$ cat config.mk
export PLATFORM = sky130hd
export DESIGN_NAME = mstk_ram
export DESIGN_NICKNAME = d
export VERILOG_FILES = /design/src/hw/rtl/mstk_ram.sv
export SDC_FILE = /design/constraint.sdc
export NUM_CORES = 1
export LEC_CHECK = 0
export ABC_AREA = 1
export BUFFER_PORTS_ARGS = -buffer_cell sky130_fd_sc_hd__buf_2
export CAP_MARGIN = 20
export CORE_MARGIN = 2
export CORE_UTILIZATION = 55
export DETAILED_ROUTE_END_ITERATION = 10
export PLACE_DENSITY = 0.82
export RECOVER_POWER = 100
export SYNTH_ARGS = -nofsm -noshare
export SYNTH_HDL_FRONTEND = slang
export SYNTH_SLANG_ARGS = --single-unit
$ cat constraint.sdc
create_clock -name clk -period 1.3 [get_ports clk]
set_clock_uncertainty 0.05 [all_clocks]
set_input_delay 0.13 -clock clk [delete_from_list [all_inputs] [get_ports clk]]
set_output_delay 0.13 -clock clk [all_outputs]
set_load 0.02 [all_outputs]
$ cat src/hw/rtl/mstk_ram.sv
`default_nettype none
// ----------------------------------------------------------------------------
// mstk_ram
// Generic single-clock RAM, one write port, one read port, registered read.
// ----------------------------------------------------------------------------
module mstk_ram #(
	parameter int WIDTH = 8,
	parameter int DEPTH = 16
) (
	input  wire logic                     clk,
	input  wire logic                     we,
	input  wire logic [$clog2(DEPTH)-1:0] waddr,
	input  wire logic [WIDTH-1:0]         wdata,
	input  wire logic                     re,
	input  wire logic [$clog2(DEPTH)-1:0] raddr,
	output logic      [WIDTH-1:0]         rdata
);

	logic [WIDTH-1:0] mem_q [DEPTH];

	always_ff @(posedge clk) begin
		if (we) begin
			mem_q[waddr] <= wdata;
		end
		if (re) begin
			rdata <= mem_q[raddr];
		end
	end

endmodule
`default_nettype wire

==> metrics.md, run 1 <==
| Metric | Value |
|---|---|
| Crit path launch type | `register` |
| Die ar. | `between 0.01 and 0.015 sq mm` |
| Initial antenna violation count | `0` |
| Vias in the first global route | `about 4.0k` |
| Placer congestion estimate | `roughly 0.93` |
| Outcome | `finished, violations left` |
| Hold_ws | `roughly 58 ps` |
| Sequential share of the synthesized area | `a little over two thirds` |
| Req. time, crit path | `1120 ps` |
| Post-Route WL | `13.3 mm` |
| Die width | `107 um` |
| Root buf cell | `clkbuf_8` |
| Crit-path leading delay family | `flip-flops` |
| R2r startpoint | `mem_q[5][4]$_DFFE_PP_` |
| Largest net degree at the start of global routing | `33` |
| Final ANT Viol Nets | `0` |
| Cell variety after synth | `11` |
| Most instantiated library cell after synthesis | `nand2_1` |
| HP Class | `input pin to register` |
| FF-to-FF setup slack | `30 ps` |
| Routed via count | `slightly above 4k` |
| Layout area overhead | `17.0%` |
| CP cell instances | `buf_6` |
| Critical path endpoint | `rdata[3]` |
| Global-route wire length before repair | `21.0 mm` |
| Pwr Total | `between 0.01 and 0.015 W` |
| Die Height | `107 um` |
| Cells after Synth | `around 550` |
| Critical Path Slowest Stage Cell | `edfxtp_1` |
| GR Overflow Total | `0` |
| Drt drc | `0` |
| Sequential Area | `0.00408 sq mm` |
| Buf/Inv on CP | `1` |
| # clock sinks | `136` |
| Final hold vios | `0` |
| Core Area | `0.0103 sq mm` |
| Row cnt | `37` |
| Peak VDD IR | `just over 800 uV` |
| Period Utilization, post-route | `100%` |
| Fillers | `between 700 and 800` |
| TritonCTS clock tree | `done` |
| Pwr dens | `~1500 mW/mm^2` |
| Ys Warns | `0` |
| Crit. End Element | `output port` |
| DR vias/cell | `5.38` |
| Syn Std Cell Area | `about 0.0058 sq mm` |
| Top FF cell, synth | `edfxtp_1` |
| Biggest area consumer among synthesized cells | `edfxtp_1` |
| Relative slew slack | `40.5%` |
| Nets | `between 600 and 700` |
| Clock slew at reported path FFs | `60 ps` |
| RSZ-0062 raised after global routing | `yes` |
| Final setup vio count | `1` |
| CP arrival | `roughly 1100 ps` |
| Largest stage delay on the critical path | `approximately 440 ps` |
| Top Ports | `27` |
| Synth Register Bits | `~140` |
| First-pass DRT Iterations | `5` |
| Max Root-Sink Buffers | `2` |
| Failing checks | `setup timing` |
| Top cells by area, synth | `edfxtp_1, nand2_1, nand3_1` |
| Fin. max-slew vios | `0` |
| DR iter-0 viols | `~490` |
| Area share of the largest cell type after synthesis | `69.8%` |
| Tmin final | `around 1300 ps` |
| Final worst slack | `-3.29 ps` |
| FFs w/ async S/R, synth | `0%` |
| Leak | `a little under 3 nW` |
| Gr usage total | `between 20% and 30%` |
| CP Depth | `1` |
| Reg-to-Reg End | `rdata[4]$_DFFE_PP_` |
| Ant. Diodes | `0` |
| CP max FO | `1` |
| Fmax | `between 700 and 800 MHz` |
| Syn_area_per_cell | `10.6 sq um` |
| Actual slew at the worst max-slew pin | `between 800 and 900 ps` |
| TritonCTS buffer count | `17` |
| R2R cell count | `6` |
| Starting density of the core | `a little under three fifths` |
| Worst setup path start | `rdata[3]$_DFFE_PP_` |
| Fraction of final layout cells sized beyond drive strength 1 | `9.06%` |
| Max-cap viol count | `0` |
| Synth top cells by count | `nand2_1, edfxtp_1, inv_1, nand3_1, nor2_1` |
| IO buf count | `26` |
| Wire length per cell | `approximately 18 um` |
| Worst-skew pair later-pin latency | `roughly 520 ps` |
| Crit Path Class | `register to output port` |
| Number of flops mapped to enable cells by yosys | `136` |
| Util after Layout | `~66%` |
| Area of the multi-input gates | `around 0.0012 sq mm` |
| Post-synth net total | `570` |
| Dpl hpwl | `between 8 and 9 mm` |
| Htree depth | `4` |
-- cell type report --
type                            instances  area share [%]
Multi-Input combinational cell        289            17.9
Clock inverter                         15            1.99
Sequential cell                       136            59.7
Timing Repair Buffer                   59            6.29
Tap cell                              136            2.49
Inverter                              102            5.60
Clock buffer                           17            6.05
-- where the power goes --
| group | switching (W) | internal, W | total [W] |
|---|---|---|---|
| Combinational | 0.000456 | 0.000218 | 0.000674 |
| Clock | 0.00175 | 0.00269 | 0.00444 |
| Sequential | 0.0000363 | 0.00494 | 0.00498 |
| Total | 0.00225 | 0.00785 | 0.0101 |
-- worst reg2reg max path: cells and delay by family (launching register included) --
kind	cells	cell delay [ps]
AND/OR/NAND/NOR	5	500
flip-flops	1	400
buffers and inverters	1	80
-- layout by cell type, fill, tap and decap left out, types with 5 or more instances in the layout --
cell,instances
nand2_1,173
edfxtp_1,136
inv_1,100
nand3_1,95
clkbuf_1,26
nor2_1,17
clkbuf_16,16
dlygate4sd3_1,10
buf_2,6
buf_6,6
clkinv_2,5
buf_12,5
-- per-stage QoR --
step | setup slack [ps] | instance area [sq um] | setup TNS (ps) | cells
after floorplan | 169 | 5850 | 0 | 551
after global placement | -40.7 | 6220 | -185 | 712
after detailed placement | -96.3 | 6220 | -295 | 712
after CTS | -26.9 | 6900 | -34.9 | 754
after global routing | -23.9 | 6840 | -101 | 754
final | -3.29 | 6840 | -3.29 | 754
-- cell families after synthesis --
logic type / synth area share, %
buffers and inverters: 9.39
flip-flops: 69.8
AND/OR/NAND/NOR: 20.8
-- registers in the layout (all words and copies together), names as in the netlist --
name and count:
mem_q 128, rdata 8
-- routing by layer --
metal	wire, um	track usage [%]	vias up
met3	1210	6.44	30
met2	6730	40.3	237
met1	5070	32.7	1897
met4	289	10.9	0
met5	0	0	-
li1	-	-	1892
-- what timing repair did --
item                                   CTS  global route
hold buffers                            10             0
setup endpoints to repair                5             8
gates cloned                             0             0
endpoints found under the hold margin  138             0
setup buffers                            0             0
gates resized for setup                 10             4
-- how the worst min path moves through the flow --
stage | start | to | slack (ps) | cells after the start
final | raddr[2] | rdata[2]$_DFFE_PP_ | 60 | 4
after global routing | raddr[2] | rdata[2]$_DFFE_PP_ | 70 | 4
after CTS | raddr[2] | rdata[2]$_DFFE_PP_ | 40 | 4
after detailed placement | re | rdata[7]$_DFFE_PP_ | 450 | 1
after global placement | re | rdata[7]$_DFFE_PP_ | 440 | 1
after floorplan | wdata[0] | mem_q[0][0]$_DFFE_PP_ | 180 | 0
(Power assumes the default switching activity.)
==> run 2: changes to the inputs <==
Settings changed: ABC_AREA 1 to unset, CORE_UTILIZATION 55 to 40, PLACE_DENSITY 0.82 to 0.65.
==> run 2 against run 1 <==
Compared with the run above:
- clock power about the same
- total power decreased by 2.0%
- cell count decreased by 37%
- largest power group unchanged
- utilization decreased by 17 points
- count of clock-buffer cells in the layout increased by 2
- synthesized cell count decreased by 58%
- largest cell class unchanged
- routed wire length decreased by 28%
- first-iteration DRC count decreased by 66%
- the run still ends with setup timing left
==> metrics.md, run 2 <==
| Metric | Value |
|---|---|
| Outcome | `finished, violations left` |
| Failing checks | `setup timing` |
| Top FF cell, synth | `edfxtp_1` |
| DR vias/cell | `5.12` |
| Starting density of the core | `about two fifths` |
| Post-synth net total | `around 250` |
| GR Overflow Total | `0` |
| Synth top cells by count | `edfxtp_1, mux4_2, a22oi_1, mux4_1, nor2_1` |
| Max Root-Sink Buffers | `2` |
| Htree depth | `4` |
| Top Ports | `27` |
| Largest regs | `mem_q x128, rdata x8` |
| Crit path launch type | `register` |
| DR iter-0 viols | `~170` |
| Syn_area_per_cell | `~23 sq um` |
| Peak VDD IR | `just under 1000 uV` |
| Most frequent cells in the layout | `edfxtp_1, mux4_2, clkbuf_1, clkbuf_16, nor2_1` |
| TritonCTS buffer count | `17` |
| Largest net degree at the start of global routing | `19` |
| Min-delay src | `re` |
| # clock sinks | `136` |
| Cells after Synth | `between 200 and 250` |
| Row cnt | `41` |
| TritonCTS clock tree | `done` |
| Switching share of power | `approximately a fifth` |
| Root buf cell | `clkbuf_16` |
| Synth Register Bits | `about 140` |
| Syn Std Cell Area | `between 0.005 and 0.006 sq mm` |
| Final hold vios | `0` |
| Max-cap viol count | `0` |
| Sequential share of the synthesized area | `78.1%` |
| Pwr dens | `roughly 1600 mW/mm^2` |
| Final worst slack | `-154 ps` |
| Actual slew at the worst max-slew pin | `approximately 840 ps` |
| CP max FO | `1` |
| Hold Crit Depth | `1` |
| Cell variety after synth | `18` |
| R2r startpoint | `mem_q[3][3]$_DFFE_PP_` |
| Tmin final | `1450 ps` |
| Area of the multi-input gates | `0.00103 sq mm` |
| Leak | `between 1.5 and 2 nW` |
| FF-to-FF setup slack | `-150 ps` |
| Ant. Diodes | `0` |
| Die ar. | `approximately 0.014 sq mm` |
| Drt drc | `0` |
| Buf/Inv on CP | `0` |
| Logic pwr share | `5.0%` |
| Core Area | `roughly 0.013 sq mm` |
| Largest Register | `mem_q` |
| HP Class | `input pin to register` |
| Dpl hpwl | `6.34 mm` |
| Post-Route WL | `roughly 9.6 mm` |
| Crit. End Element | `register` |
| Gr usage total | `14.7%` |
| Commonest non-fill, non-tap cell in the layout | `edfxtp_1` |
| FFs w/ async S/R, synth | `0%` |
| Die width | `between 100 and 150 um` |
| Die Height | `118 um` |
| Most instantiated library cell after synthesis | `edfxtp_1` |
| Worst-skew pair later-pin latency | `around 400 ps` |
| Setup repair bufs after CTS | `0` |
| Routed via count | `roughly 2.4k` |
| Final ANT Viol Nets | `0` |
| Area share of the largest cell type after synthesis | `between 70% and 80%` |
| Util after Layout | `around 49%` |
| Fin. max-slew vios | `0` |
| Fraction of final layout cells sized beyond drive strength 1 | `approximately a third` |
| Setup_tns | `-969 ps` |
| Wire length per cell | `20.2 um` |
| Sw Pwr | `~0.0021 W` |
| Hold_ws | `roughly 170 ps` |
| Fmax | `between 600 and 700 MHz` |
| Sequential Area | `0.00408 sq mm` |
| Period Utilization, post-route | `112%` |
| Relative slew slack | `a little over two fifths` |
| Layout area overhead | `18.7%` |
| IO buf count | `26` |
| Reg-to-Reg End | `rdata[3]$_DFFE_PP_` |
| CP arrival | `roughly 1600 ps` |
| Global-route wire length before repair | `between 15 and 20 mm` |
| RSZ-0062 raised after global routing | `yes` |
| DP Worst Slack | `-476 ps` |
| Top cells by area, synth | `edfxtp_1, mux4_2, mux4_1` |
| CP cell instances | `mux4_2, a22oi_2, nand2_1` |
| Final setup vio count | `8` |
| Clock slew at reported path FFs | `60 ps` |
| Initial antenna violation count | `0` |
| First-pass DRT Iterations | `4` |
| Crit Path Class | `register to register` |
| Crit-path leading delay family | `multiplexers` |
| Ys Warns | `0` |
| Req. time, crit path | `approximately 1400 ps` |
| Vias in the first global route | `2631` |
| Clock power share | `approximately 45%` |
| Max FFs per register | `~130` |
| Biggest area consumer among synthesized cells | `edfxtp_1` |
| Int Power | `0.00780 W` |
| Hold_buf cts | `0` |
| Sequential share of power | `between 50% and 60%` |
| Hold EP | `rdata[2]$_DFFE_PP_` |
| Number of flops mapped to enable cells by yosys | `136` |
| Nets | `a little over 300` |
| R2R cell count | `3` |
| Fillers | `between 1k and 1.5k` |
| Placer congestion estimate | `0.703` |
| Critical Path Slowest Stage Cell | `mux4_2` |
| Largest stage delay on the critical path | `between 400 and 500 ps` |
[run 2: per-stage QoR]
stage | power [W] | cell area, sq um | instances
after detailed placement | 0.00558 | 5780 | 445
after global routing | 0.0102 | 6210 | 477
final | 0.00989 | 6210 | 477
after floorplan | 0.00535 | 5260 | 229
after CTS | 0.00999 | 6340 | 477
after global placement | 0.00556 | 5780 | 445
[run 2: what timing repair did]
item | 4_1_cts | 5_1_grt
gates resized for setup | 9 | 1
endpoints found under the setup margin | 8 | 8
pin swaps | 4 | 2
[run 2: kinds of logic (layout without fill, tap and decap cells)]
kind of cell / after synthesis / after routing / synth area share (%)
AOI/OAI and AO/OA: 16 / 16 / 2.30
DFF: 136 / 136 / 78.1
and+or+nand+nor: 35 / 35 / 3.14
buffers and inverters: 10 / 86 / 1.65
muxes: 32 / 32 / 14.8
[run 2: layout make-up]
| class | instances | share of cell area (%) |
|---|---|---|
| clock buffers | 19 | 6.97 |
| multi-input cells | 83 | 16.7 |
| well taps | 172 | 3.47 |
| repair buffers | 54 | 5.10 |
| clock inverters | 13 | 2.00 |
| flip-flops and latches | 136 | 65.8 |
[run 2: per-layer routing]
metal  part of all wire, %  vias to the layer above  track usage, %
li1                      -                     1094               -
met1                    45                     1273            19.7
met2                    49                       68            23.3
met3                   4.5                        8            3.43
met4                   1.0                        0            5.50
met5                     0                        -               0
[run 2: worst max-delay path by stage]
stage / start / endpoint / cells after the start
2_1_floorplan: raddr[0] / rdata[2]$_DFFE_PP_ / 5
3_3_place_gp: raddr[0] / rdata[0]$_DFFE_PP_ / 5
3_5_place_dp: raddr[0] / rdata[2]$_DFFE_PP_ / 5
4_1_cts: mem_q[7][2]$_DFFE_PP_ / rdata[2]$_DFFE_PP_ / 3
5_1_grt: mem_q[0][3]$_DFFE_PP_ / rdata[3]$_DFFE_PP_ / 3
6_report: mem_q[3][3]$_DFFE_PP_ / rdata[3]$_DFFE_PP_ / 3
[run 2: power groups by stage]
stage | Clock, W | Sequential (W) | Combinational (W)
2_1_floorplan | 0 | 0.00508 | 0.000274
3_3_place_gp | 0 | 0.00506 | 0.000507
3_5_place_dp | 0 | 0.00506 | 0.000516
4_1_cts | 0.00449 | 0.00497 | 0.000532
5_1_grt | 0.00466 | 0.00498 | 0.000542
6_report | 0.00443 | 0.00497 | 0.000494
